<file path="config.mk">
export PLATFORM = sky130hd
export DESIGN_NAME = delta_list_timer_queue
export DESIGN_NICKNAME = d
export VERILOG_FILES = /design/src/dltq_pkg.sv /design/src/dltq_ram.sv /design/src/delta_list_timer_queue.sv
export SDC_FILE = /design/constraint.sdc
export NUM_CORES = 2
export LEC_CHECK = 0
export BUFFER_PORTS_ARGS = -buffer_cell sky130_fd_sc_hd__clkbuf_2
export CAP_MARGIN = 20
export CORE_MARGIN = 2
export CORE_UTILIZATION = 45
export CTS_CLUSTER_DIAMETER = 50
export DETAILED_ROUTE_END_ITERATION = 10
export PLACE_DENSITY = 0.64
export SLEW_MARGIN = 10
export SYNTH_ARGS = -nofsm -noshare
export SYNTH_HDL_FRONTEND = slang
export SYNTH_SLANG_ARGS = --single-unit
</file>
<file path="constraint.sdc">
create_clock -name clk -period 10.4 [get_ports clk]
set_clock_uncertainty 0.05 [all_clocks]
set_input_delay 0.52 -clock clk [delete_from_list [all_inputs] [get_ports clk]]
set_output_delay 0.52 -clock clk [all_outputs]
set_load 0.01 [all_outputs]
</file>
<file path="src/dltq_pkg.sv">
`default_nettype none
// ----------------------------------------------------------------------------
// dltq_pkg
// Shared widths, constants, command codes and saturation helpers for the
// delta-list timer queue.
// ----------------------------------------------------------------------------
package dltq_pkg;

  localparam int TIMERS     = 16;
  localparam int ID_BITS    = $clog2(TIMERS);
  localparam int PTR_BITS   = ID_BITS + 1;
  localparam int DELAY_BITS = 32;
  localparam int AMT_BITS   = 32;
  localparam int CD_BITS    = 40;
  localparam int REL_BITS   = CD_BITS + 1;
  localparam int SUM_BITS   = CD_BITS + 2;

  localparam logic [PTR_BITS-1:0]          NIL       = PTR_BITS'(TIMERS);
  localparam logic [DELAY_BITS-1:0]        DELAY_MAX = '1;
  localparam logic signed [CD_BITS-1:0]    CD_MAX    = {1'b0, {(CD_BITS-1){1'b1}}};
  localparam logic signed [CD_BITS-1:0]    CD_MIN    = {1'b1, {(CD_BITS-1){1'b0}}};
  localparam logic signed [SUM_BITS-1:0]   SUM_MAX   = SUM_BITS'(CD_MAX);
  localparam logic signed [SUM_BITS-1:0]   SUM_MIN   = SUM_BITS'(CD_MIN);
  localparam logic signed [CD_BITS-1:0]    NOT_QUEUED = '1;

  typedef enum logic [1:0] {
    CMD_SCHEDULE = 2'd0,
    CMD_QUERY    = 2'd1,
    CMD_FIRE     = 2'd2,
    CMD_ELAPSE   = 2'd3
  } cmd_t;

  function automatic logic signed [CD_BITS-1:0] clamp_cd(
    input logic signed [SUM_BITS-1:0] v
  );
    logic signed [CD_BITS-1:0] r;
    if (v > SUM_MAX) begin
      r = CD_MAX;
    end else if (v < SUM_MIN) begin
      r = CD_MIN;
    end else begin
      r = v[CD_BITS-1:0];
    end
    return r;
  endfunction

  function automatic logic [DELAY_BITS-1:0] clamp_delay(input logic [REL_BITS-1:0] v);
    logic [DELAY_BITS-1:0] r;
    if (v > REL_BITS'(DELAY_MAX)) begin
      r = DELAY_MAX;
    end else begin
      r = v[DELAY_BITS-1:0];
    end
    return r;
  endfunction

endpackage
`default_nettype wire

</file>
<file path="src/dltq_ram.sv">
`default_nettype none
// ----------------------------------------------------------------------------
// dltq_ram
// Generic single-write, single-read RAM with a registered read port.
// ----------------------------------------------------------------------------
module dltq_ram #(
  parameter int WIDTH = 8,
  parameter int DEPTH = 16
) (
  input  wire logic                       clk,
  input  wire logic                       we,
  input  wire logic [$clog2(DEPTH)-1:0]   waddr,
  input  wire logic [WIDTH-1:0]           wdata,
  input  wire logic [$clog2(DEPTH)-1:0]   raddr,
  output      logic [WIDTH-1:0]           rdata
);

  logic [WIDTH-1:0] mem [DEPTH];

  always_ff @(posedge clk) begin
    if (we) begin
      mem[waddr] <= wdata;
    end
    rdata <= mem[raddr];
  end

endmodule
`default_nettype wire

</file>
<file path="src/delta_list_timer_queue.sv">
`default_nettype none
// ----------------------------------------------------------------------------
// delta_list_timer_queue
// Timer set kept as a sorted delta list in two RAMs, with a countdown to the
// head timer.
// ----------------------------------------------------------------------------
// One command is worked on at a time and each gives exactly one result.
// Elapse, a schedule of a timer already queued or into an empty list, and
// a fire on an empty list go straight to the result state; a schedule ahead
// of the head passes through a finish state, a fire through a link read
// and, unless the list is left empty, a delay read. A schedule further down
// the list and a query of a timer behind the head walk the list one entry at
// a time, since each step reads the link RAM and then the delay RAM through
// their single registered read ports. A new command is taken as soon as the
// previous result is in the output register, even while that result still
// waits to be taken.
// ----------------------------------------------------------------------------
module delta_list_timer_queue
  import dltq_pkg::*;
(
  input  wire logic                        clk,
  input  wire logic                        rst,
  input  wire logic                        in_valid,
  output      logic                        in_ready,
  input  wire logic [1:0]                  command,
  input  wire logic [ID_BITS-1:0]          timer_id,
  input  wire logic [AMT_BITS-1:0]         amount,
  output      logic                        out_valid,
  input  wire logic                        out_ready,
  output      logic [1:0]                  kind,
  output      logic                        fired,
  output      logic [ID_BITS-1:0]          fired_id,
  output      logic signed [CD_BITS-1:0]   remaining,
  output      logic                        due,
  output      logic signed [CD_BITS-1:0]   countdown_now
);

  typedef enum logic [8:0] {
    ST_IDLE   = 9'b000000001,
    ST_S_LINK = 9'b000000010,
    ST_S_DLY  = 9'b000000100,
    ST_S_FIN  = 9'b000001000,
    ST_Q_LINK = 9'b000010000,
    ST_Q_DLY  = 9'b000100000,
    ST_F_LINK = 9'b001000000,
    ST_F_DLY  = 9'b010000000,
    ST_RES    = 9'b100000000
  } state_t;

  state_t                      state, state_next;
  logic [TIMERS-1:0]           queued, queued_next;
  logic [PTR_BITS-1:0]         head_ptr, head_next;
  logic signed [CD_BITS-1:0]   countdown, countdown_next;

  logic [ID_BITS-1:0]          tid, tid_next;
  logic [PTR_BITS-1:0]         cur, cur_next;
  logic [PTR_BITS-1:0]         nx, nx_next;
  logic [REL_BITS-1:0]         rel, rel_next;
  logic signed [SUM_BITS-1:0]  sum, sum_next;
  logic [PTR_BITS-1:0]         fin_link, fin_link_next;
  logic [DELAY_BITS-1:0]       fin_delay, fin_delay_next;
  cmd_t                        res_kind, res_kind_next;
  logic                        res_fired, res_fired_next;
  logic [ID_BITS-1:0]          res_fired_id, res_fired_id_next;
  logic signed [CD_BITS-1:0]   res_remaining, res_remaining_next;
  logic                        out_load;

  logic                        link_we;
  logic [ID_BITS-1:0]          link_waddr, link_raddr;
  logic [PTR_BITS-1:0]         link_wdata, link_rdata;
  logic                        delay_we;
  logic [ID_BITS-1:0]          delay_waddr, delay_raddr;
  logic [DELAY_BITS-1:0]       delay_wdata, delay_rdata;

  logic [DELAY_BITS-1:0]       d_sat;
  logic signed [CD_BITS-1:0]   d_ext;
  logic signed [REL_BITS-1:0]  rel_init;
  logic [REL_BITS-1:0]         head_gap;
  logic signed [SUM_BITS-1:0]  cd_ext, amt_ext, dly_ext, sum_add;
  logic                        head_nil, accept;

  dltq_ram #(.WIDTH(PTR_BITS), .DEPTH(TIMERS)) u_link_ram (
    .clk   (clk),
    .we    (link_we),
    .waddr (link_waddr),
    .wdata (link_wdata),
    .raddr (link_raddr),
    .rdata (link_rdata)
  );

  dltq_ram #(.WIDTH(DELAY_BITS), .DEPTH(TIMERS)) u_delay_ram (
    .clk   (clk),
    .we    (delay_we),
    .waddr (delay_waddr),
    .wdata (delay_wdata),
    .raddr (delay_raddr),
    .rdata (delay_rdata)
  );

  assign in_ready = (state == ST_IDLE);
  assign accept   = in_valid && in_ready;
  assign head_nil = (head_ptr >= NIL);

  assign d_sat    = (AMT_BITS'(amount) > AMT_BITS'(DELAY_MAX)) ? DELAY_MAX
                                                                : DELAY_BITS'(amount);
  assign d_ext    = CD_BITS'(d_sat);
  assign rel_init = REL_BITS'(d_ext) - REL_BITS'(countdown);
  assign head_gap = REL_BITS'(countdown - d_ext);
  assign cd_ext   = SUM_BITS'(countdown);
  assign amt_ext  = SUM_BITS'(amount);
  assign dly_ext  = SUM_BITS'(delay_rdata);
  assign sum_add  = sum + dly_ext;

  always_comb begin
    state_next         = state;
    queued_next        = queued;
    head_next          = head_ptr;
    countdown_next     = countdown;
    tid_next           = tid;
    cur_next           = cur;
    nx_next            = nx;
    rel_next           = rel;
    sum_next           = sum;
    fin_link_next      = fin_link;
    fin_delay_next     = fin_delay;
    res_kind_next      = res_kind;
    res_fired_next     = res_fired;
    res_fired_id_next  = res_fired_id;
    res_remaining_next = res_remaining;
    out_load           = 1'b0;

    link_we     = 1'b0;
    link_waddr  = cur[ID_BITS-1:0];
    link_wdata  = {1'b0, tid};
    link_raddr  = head_ptr[ID_BITS-1:0];
    delay_we    = 1'b0;
    delay_waddr = head_ptr[ID_BITS-1:0];
    delay_wdata = fin_delay;
    delay_raddr = link_rdata[ID_BITS-1:0];

    case (state)
      ST_IDLE: begin
        if (accept) begin
          tid_next           = timer_id;
          res_kind_next      = cmd_t'(command);
          res_fired_next     = 1'b0;
          res_fired_id_next  = '0;
          res_remaining_next = '0;
          state_next         = ST_RES;
          case (cmd_t'(command))
            CMD_SCHEDULE: begin
              if (!queued[timer_id]) begin
                queued_next[timer_id] = 1'b1;
                if (head_nil) begin
                  link_we        = 1'b1;
                  link_waddr     = timer_id;
                  link_wdata     = NIL;
                  delay_we       = 1'b1;
                  delay_waddr    = timer_id;
                  delay_wdata    = d_sat;
                  head_next      = {1'b0, timer_id};
                  countdown_next = d_ext;
                end else if (countdown > d_ext) begin
                  delay_we       = 1'b1;
                  delay_waddr    = head_ptr[ID_BITS-1:0];
                  delay_wdata    = clamp_delay(head_gap);
                  countdown_next = d_ext;
                  head_next      = {1'b0, timer_id};
                  fin_link_next  = head_ptr;
                  fin_delay_next = d_sat;
                  state_next     = ST_S_FIN;
                end else begin
                  cur_next   = head_ptr;
                  rel_next   = REL_BITS'(rel_init);
                  state_next = ST_S_LINK;
                end
              end
            end
            CMD_QUERY: begin
              if (!queued[timer_id] || head_nil) begin
                res_remaining_next = NOT_QUEUED;
              end else if (head_ptr == {1'b0, timer_id}) begin
                res_remaining_next = countdown;
              end else begin
                sum_next   = cd_ext;
                state_next = ST_Q_LINK;
              end
            end
            CMD_FIRE: begin
              if (head_nil) begin
                countdown_next = CD_MAX;
              end else begin
                queued_next[head_ptr[ID_BITS-1:0]] = 1'b0;
                res_fired_next    = 1'b1;
                res_fired_id_next = head_ptr[ID_BITS-1:0];
                state_next        = ST_F_LINK;
              end
            end
            default: begin
              if (!head_nil) begin
                countdown_next = clamp_cd(cd_ext - amt_ext);
              end
            end
          endcase
        end
      end

      ST_S_LINK: begin
        if (link_rdata >= NIL) begin
          link_we        = 1'b1;
          link_waddr     = cur[ID_BITS-1:0];
          link_wdata     = {1'b0, tid};
          fin_link_next  = NIL;
          fin_delay_next = clamp_delay(rel);
          state_next     = ST_S_FIN;
        end else begin
          nx_next    = link_rdata;
          state_next = ST_S_DLY;
        end
      end

      ST_S_DLY: begin
        if (rel < REL_BITS'(delay_rdata)) begin
          delay_we       = 1'b1;
          delay_waddr    = nx[ID_BITS-1:0];
          delay_wdata    = delay_rdata - DELAY_BITS'(rel);
          link_we        = 1'b1;
          link_waddr     = cur[ID_BITS-1:0];
          link_wdata     = {1'b0, tid};
          fin_link_next  = nx;
          fin_delay_next = clamp_delay(rel);
          state_next     = ST_S_FIN;
        end else begin
          link_raddr = nx[ID_BITS-1:0];
          cur_next   = nx;
          rel_next   = rel - REL_BITS'(delay_rdata);
          state_next = ST_S_LINK;
        end
      end

      ST_S_FIN: begin
        link_we     = 1'b1;
        link_waddr  = tid;
        link_wdata  = fin_link;
        delay_we    = 1'b1;
        delay_waddr = tid;
        delay_wdata = fin_delay;
        state_next  = ST_RES;
      end

      ST_Q_LINK: begin
        cur_next   = link_rdata;
        state_next = ST_Q_DLY;
      end

      ST_Q_DLY: begin
        sum_next = sum_add;
        if (cur == {1'b0, tid}) begin
          res_remaining_next = clamp_cd(sum_add);
          state_next         = ST_RES;
        end else begin
          link_raddr = cur[ID_BITS-1:0];
          state_next = ST_Q_LINK;
        end
      end

      ST_F_LINK: begin
        head_next = link_rdata;
        if (link_rdata >= NIL) begin
          countdown_next = CD_MAX;
          state_next     = ST_RES;
        end else begin
          state_next = ST_F_DLY;
        end
      end

      ST_F_DLY: begin
        countdown_next = clamp_cd(cd_ext + dly_ext);
        state_next     = ST_RES;
      end

      ST_RES: begin
        if (!out_valid || out_ready) begin
          out_load   = 1'b1;
          state_next = ST_IDLE;
        end
      end

      default: begin
        state_next = ST_IDLE;
      end
    endcase
  end

  always_ff @(posedge clk) begin
    if (rst) begin
      state     <= ST_IDLE;
      queued    <= '0;
      head_ptr  <= NIL;
      countdown <= CD_MAX;
      out_valid <= 1'b0;
    end else begin
      state     <= state_next;
      queued    <= queued_next;
      head_ptr  <= head_next;
      countdown <= countdown_next;
      if (out_load) begin
        out_valid <= 1'b1;
      end else if (out_ready) begin
        out_valid <= 1'b0;
      end
    end
  end

  always_ff @(posedge clk) begin
    tid           <= tid_next;
    cur           <= cur_next;
    nx            <= nx_next;
    rel           <= rel_next;
    sum           <= sum_next;
    fin_link      <= fin_link_next;
    fin_delay     <= fin_delay_next;
    res_kind      <= res_kind_next;
    res_fired     <= res_fired_next;
    res_fired_id  <= res_fired_id_next;
    res_remaining <= res_remaining_next;
    if (out_load) begin
      kind          <= res_kind;
      fired         <= res_fired;
      fired_id      <= res_fired_id;
      remaining     <= res_remaining;
      due           <= !head_nil && (countdown[CD_BITS-1] || (countdown == '0));
      countdown_now <= countdown;
    end
  end

  // an accepted transaction keeps the block busy in the following cycle
  a_busy_after_accept: assert property (@(posedge clk) disable iff (rst)
    accept |=> !in_ready)
    else $error("input accepted again right after a transaction");

  // only a fire result can report a popped timer
  a_fired_only_on_fire: assert property (@(posedge clk) disable iff (rst)
    out_valid && fired |-> kind == CMD_FIRE)
    else $error("fired flag on a non-fire result");

  // between commands the head timer is marked queued
  a_head_queued: assert property (@(posedge clk) disable iff (rst)
    state == ST_IDLE && !head_nil |-> queued[head_ptr[ID_BITS-1:0]])
    else $error("head timer not marked queued");

  // an empty list has no queued timer
  a_empty_none_queued: assert property (@(posedge clk) disable iff (rst)
    state == ST_IDLE && head_nil |-> queued == '0)
    else $error("queued timer with an empty list");

endmodule
`default_nettype wire
</file>
==> run_results.csv <==
group,metric,value,unit
run_status,status,"completed",
floorplan,dieHeight,340,µm
power,p_sw,5.68,mW
route,routed_vias,36100,
route,routed_wirelength,153000,µm
global_route,grt_overflow,0,
global_route,globalRouteTotalUtil,25.9,%
sta,min_period_over_period,60.8,%
worst_setup_path,critical_path_cell_count,14,
worst_setup_path,critPathBufInv,2,
synth,yosys_most_used_dff,"sky130_fd_sc_hd__edfxtp_1",
floorplan,ios,132,
synth,seq_area_frac_synth,55.2,%
floorplan,die_area,115000,µm²
global_route,grt_antenna_before_repair,9,
synth,syn-num-nets,4507,
layout,nets,4575,
sta,final_max_slew_viol_count,0,
synth,netlist_instances,4268,
synth,synth_top_area_share,51.0,%
cts,path_clk_slew,60,ps
power,p_leak,20.7,nW
cts,tritoncts,"done",
floorplan,placement_row_count,123,
worst_setup_path,worst-endpoint-required,10720,ps
power,irDropWorstVdd,0.139,mV
synth,synth_warn,0,
worst_setup_path,slowest_stage,"sky130_fd_sc_hd__a2111oi_0",
cts,cts_max_level,3,
worst_setup_path,critPathArrivalTime,6650,ps
route,routedWlPerCell,25.8,µm
layout,layout.core_utilization,50.7,%
power,p_clk_share,26.2,%
route,postRouteAntennaNets,0,
power,share_comb_of_total_power,38.0,%
global_route,first_global_vias,34500,
layout,layout-drive-gt1-share,14.2,%
cts,cts.repair_timing.setup_buffer_count,0,
sta,grt_setup_unrepaired,"no",
layout,area_growth_syn_to_layout,12.1,%
layout,final_cell_mix,"sky130_fd_sc_hd__edfxtp_1 (861), sky130_fd_sc_hd__a21oi_1 (377), sky130_fd_sc_hd__nand2_1 (351)",
synth,postSynth.asyncResetShare,0,%
cts,cts.sinks,969,
sta,tightest_slew,1220,ps
place,placed_cell_area,53100,µm²
worst_setup_path,critical_path.cell_chain,"inv_1 -> ha_1 -> and3_1 -> nand2_1 -> a2111oi_0 -> o21ai_0 -> a31oi_1 -> or2_1 -> nand2_1 -> o2111ai_1 -> o2bb2ai_1 -> nand2_1 -> nor2_4 -> buf_4",
route,vias_per_cell,6.08,
sta,setup_total_negative_slack,0,ps
power,netSwitchingFraction,37.6,%
place,io_buffers,131,
cts,hold_buffers,0,
cts,cts_made_buffers,107,
cts,clock-root-buffer,"sky130_fd_sc_hd__clkbuf_16",
synth,synth.ff_latch_count,969,
worst_setup_path,critPathMaxFanout,18,
power,seq_power_share,35.8,%
sta,shortest_clock_period_the_worst_path_allows_after_layout,6330,ps
layout,filler_instances,9706,
synth,synth.cell_area,50700,µm²
sta,slew_headroom,18.0,%
route,number_of_drc_violations_after_detailed_routing,0,
sta,achievable-frequency,158,MHz
sta,hold_viol_final,0,
synth,post_synth.cell_area_avg,11.9,µm²
route,detail_route.iter0.violations,4045,
floorplan,initial_utilization,45.2,%
cts,clockBufferDepth,3,
synth,synth.top_cells.by_area,"sky130_fd_sc_hd__edfxtp_1 (51%), sky130_fd_sc_hd__mux4_2 (7.3%), sky130_fd_sc_hd__ha_1 (4.7%)",
worst_setup_path,path_class,"flip-flop to flip-flop",
sta,setup_viol,0,
place,globalplace.congestion,0.974,
worst_setup_path,nature_of_the_critical_path_endpoint,"flip-flop",
power,p_int,9.44,mW
synth,synth_top_cell_by_area,"sky130_fd_sc_hd__edfxtp_1",
worst_setup_path,highest_cell_delay_on_the_worst_timing_path,910,ps
power,p_per_area,266,nW/µm²
layout,layout_commonest_cell,"sky130_fd_sc_hd__edfxtp_1",
layout,design_area,56900,µm²
worst_hold_path,hold_path_class,"input port to flip-flop",
worst_setup_path,ff2ff_path_depth,14,
cts,cts-resized-gates,0,
job,timing.max_cap.violations,0,
place,dp.final_hpwl,109000,µm
route,drt-pass1-iter-count,6,
worst_setup_path,cp_common_cell,"sky130_fd_sc_hd__nand2_1",
cts,insertion_delay_to_the_later_sink_of_the_worst_skew_pair,720,ps
worst_setup_path,path_delay_family,"compound AO/OA/AOI/OAI gates",
synth,synth_enable_flop_cells,861,
global_route,global_route_wire_length_before_repair,225000,µm
floorplan,coreArea,112000,µm²
floorplan,die_x,340,µm
synth,synth_cell_type_count,80,
worst_setup_path,start_kind,"flip-flop",
global_route,pin_count_of_the_biggest_net_entering_global_routing,70,
worst_hold_path,worst_hold_path.num_cells,1,
-- cell type report --
| cell class | count | area (µm²) | share of cell area [%] |
|---|---|---|---|
| multi-input combinational | 2851 | 21200 | 37.3 |
| sequential | 969 | 28000 | 49.3 |
| clock buffer | 127 | 2860 | 5.02 |
| inverter | 199 | 747 | 1.31 |
| antenna | 1 | 2.50 | 0.00440 |
| timing repair buffer | 208 | 1230 | 2.17 |
| tap | 1500 | 1880 | 3.30 |
| clock inverter | 76 | 927 | 1.63 |
-- worst paths after layout --
kind / startpoint / end / slack [ps]
setup / recovery: rel[10] / u_delay_ram.mem[3][0] / 4070
hold / removal: command[1] / res_kind[1] / 110
setup reg to reg: rel[10] / u_delay_ram.mem[3][0] / 4070
hold reg to reg: res_kind[0] / kind[0] / 360
-- kinds of logic after synthesis --
logic type	Yosys count	synth area share, %
AO/OA/AOI/OAI	1183	14.6
AND/OR/NAND/NOR	1046	9.84
flip-flops	969	55.2
buffers and inverters	448	3.41
multiplexers	229	8.59
adder cells (fa/ha/maj)	197	4.95
XOR/XNOR	196	3.38
-- metrics by stage --
stage	cells	setup WS [ps]	power (mW)	hold slack, ps
3_3_place_gp	5721	4390	11.0	351
2_1_floorplan	4268	4570	9.38	350
5_1_grt	5931	3930	15.8	106
4_1_cts	5925	4280	15.1	59.2
6_report	5931	4070	15.1	109
3_5_place_dp	5722	4320	11.1	355
-- flip-flops by register name, indices dropped and copies added, names as in the netlist, 5 cells and up --
signal	count
cur	5
fin_link	5
countdown	40
nx	5
queued	16
state	9
u_link_ram.mem	80
remaining	40
u_delay_ram.rdata	32
u_delay_ram.mem	512
rel	41
countdown_now	40
sum	42
u_link_ram.rdata	5
res_remaining	40
fin_delay	32
head_ptr	5
-- power by group through the flow --
stage	sequential [mW]	combinational, mW	clock [mW]
floorplan	5.25	4.13	0
global placement	5.45	5.58	0
detailed placement	5.46	5.60	0
CTS	5.39	5.64	4.04
global route	5.44	6.22	4.18
finish	5.40	5.74	3.97
-- metal layers --
metal	up-vias	wire [µm]	track usage [%]
met2	1535	72100	42.3
met5	-	44	0
met4	6	5160	8.73
met3	271	10100	3.03
li1	16300	-	-
met1	17900	65600	36.1
-- cells in the mapped netlist, drive strengths merged (30+ instances only) --
master and instances:
nor2 266, ha 191, a31oi 41, nand4 35, mux2i 64, a21o 127, nor2b 35, nand2b 32
xor2 72, edfxtp 861, a21oi 378, xnor2 124, dfxtp 108, o21a 30, and3 37, o221ai 33
nand2 352, mux4 165, nor3 60, clkbuf 212, o21ai 296, buf 37, inv 199, nand3 68
-- worst register-to-register path: cells and delay by family (launching register included) --
family | cells | cell delay, ps
flip-flops | 1 | 370
buffers and inverters | 2 | 550
adder cells (fa/ha/maj) | 1 | 500
AND/OR/NAND/NOR | 6 | 1880
AO/OA/AOI/OAI | 5 | 2610
(Power assumes the default switching activity.)
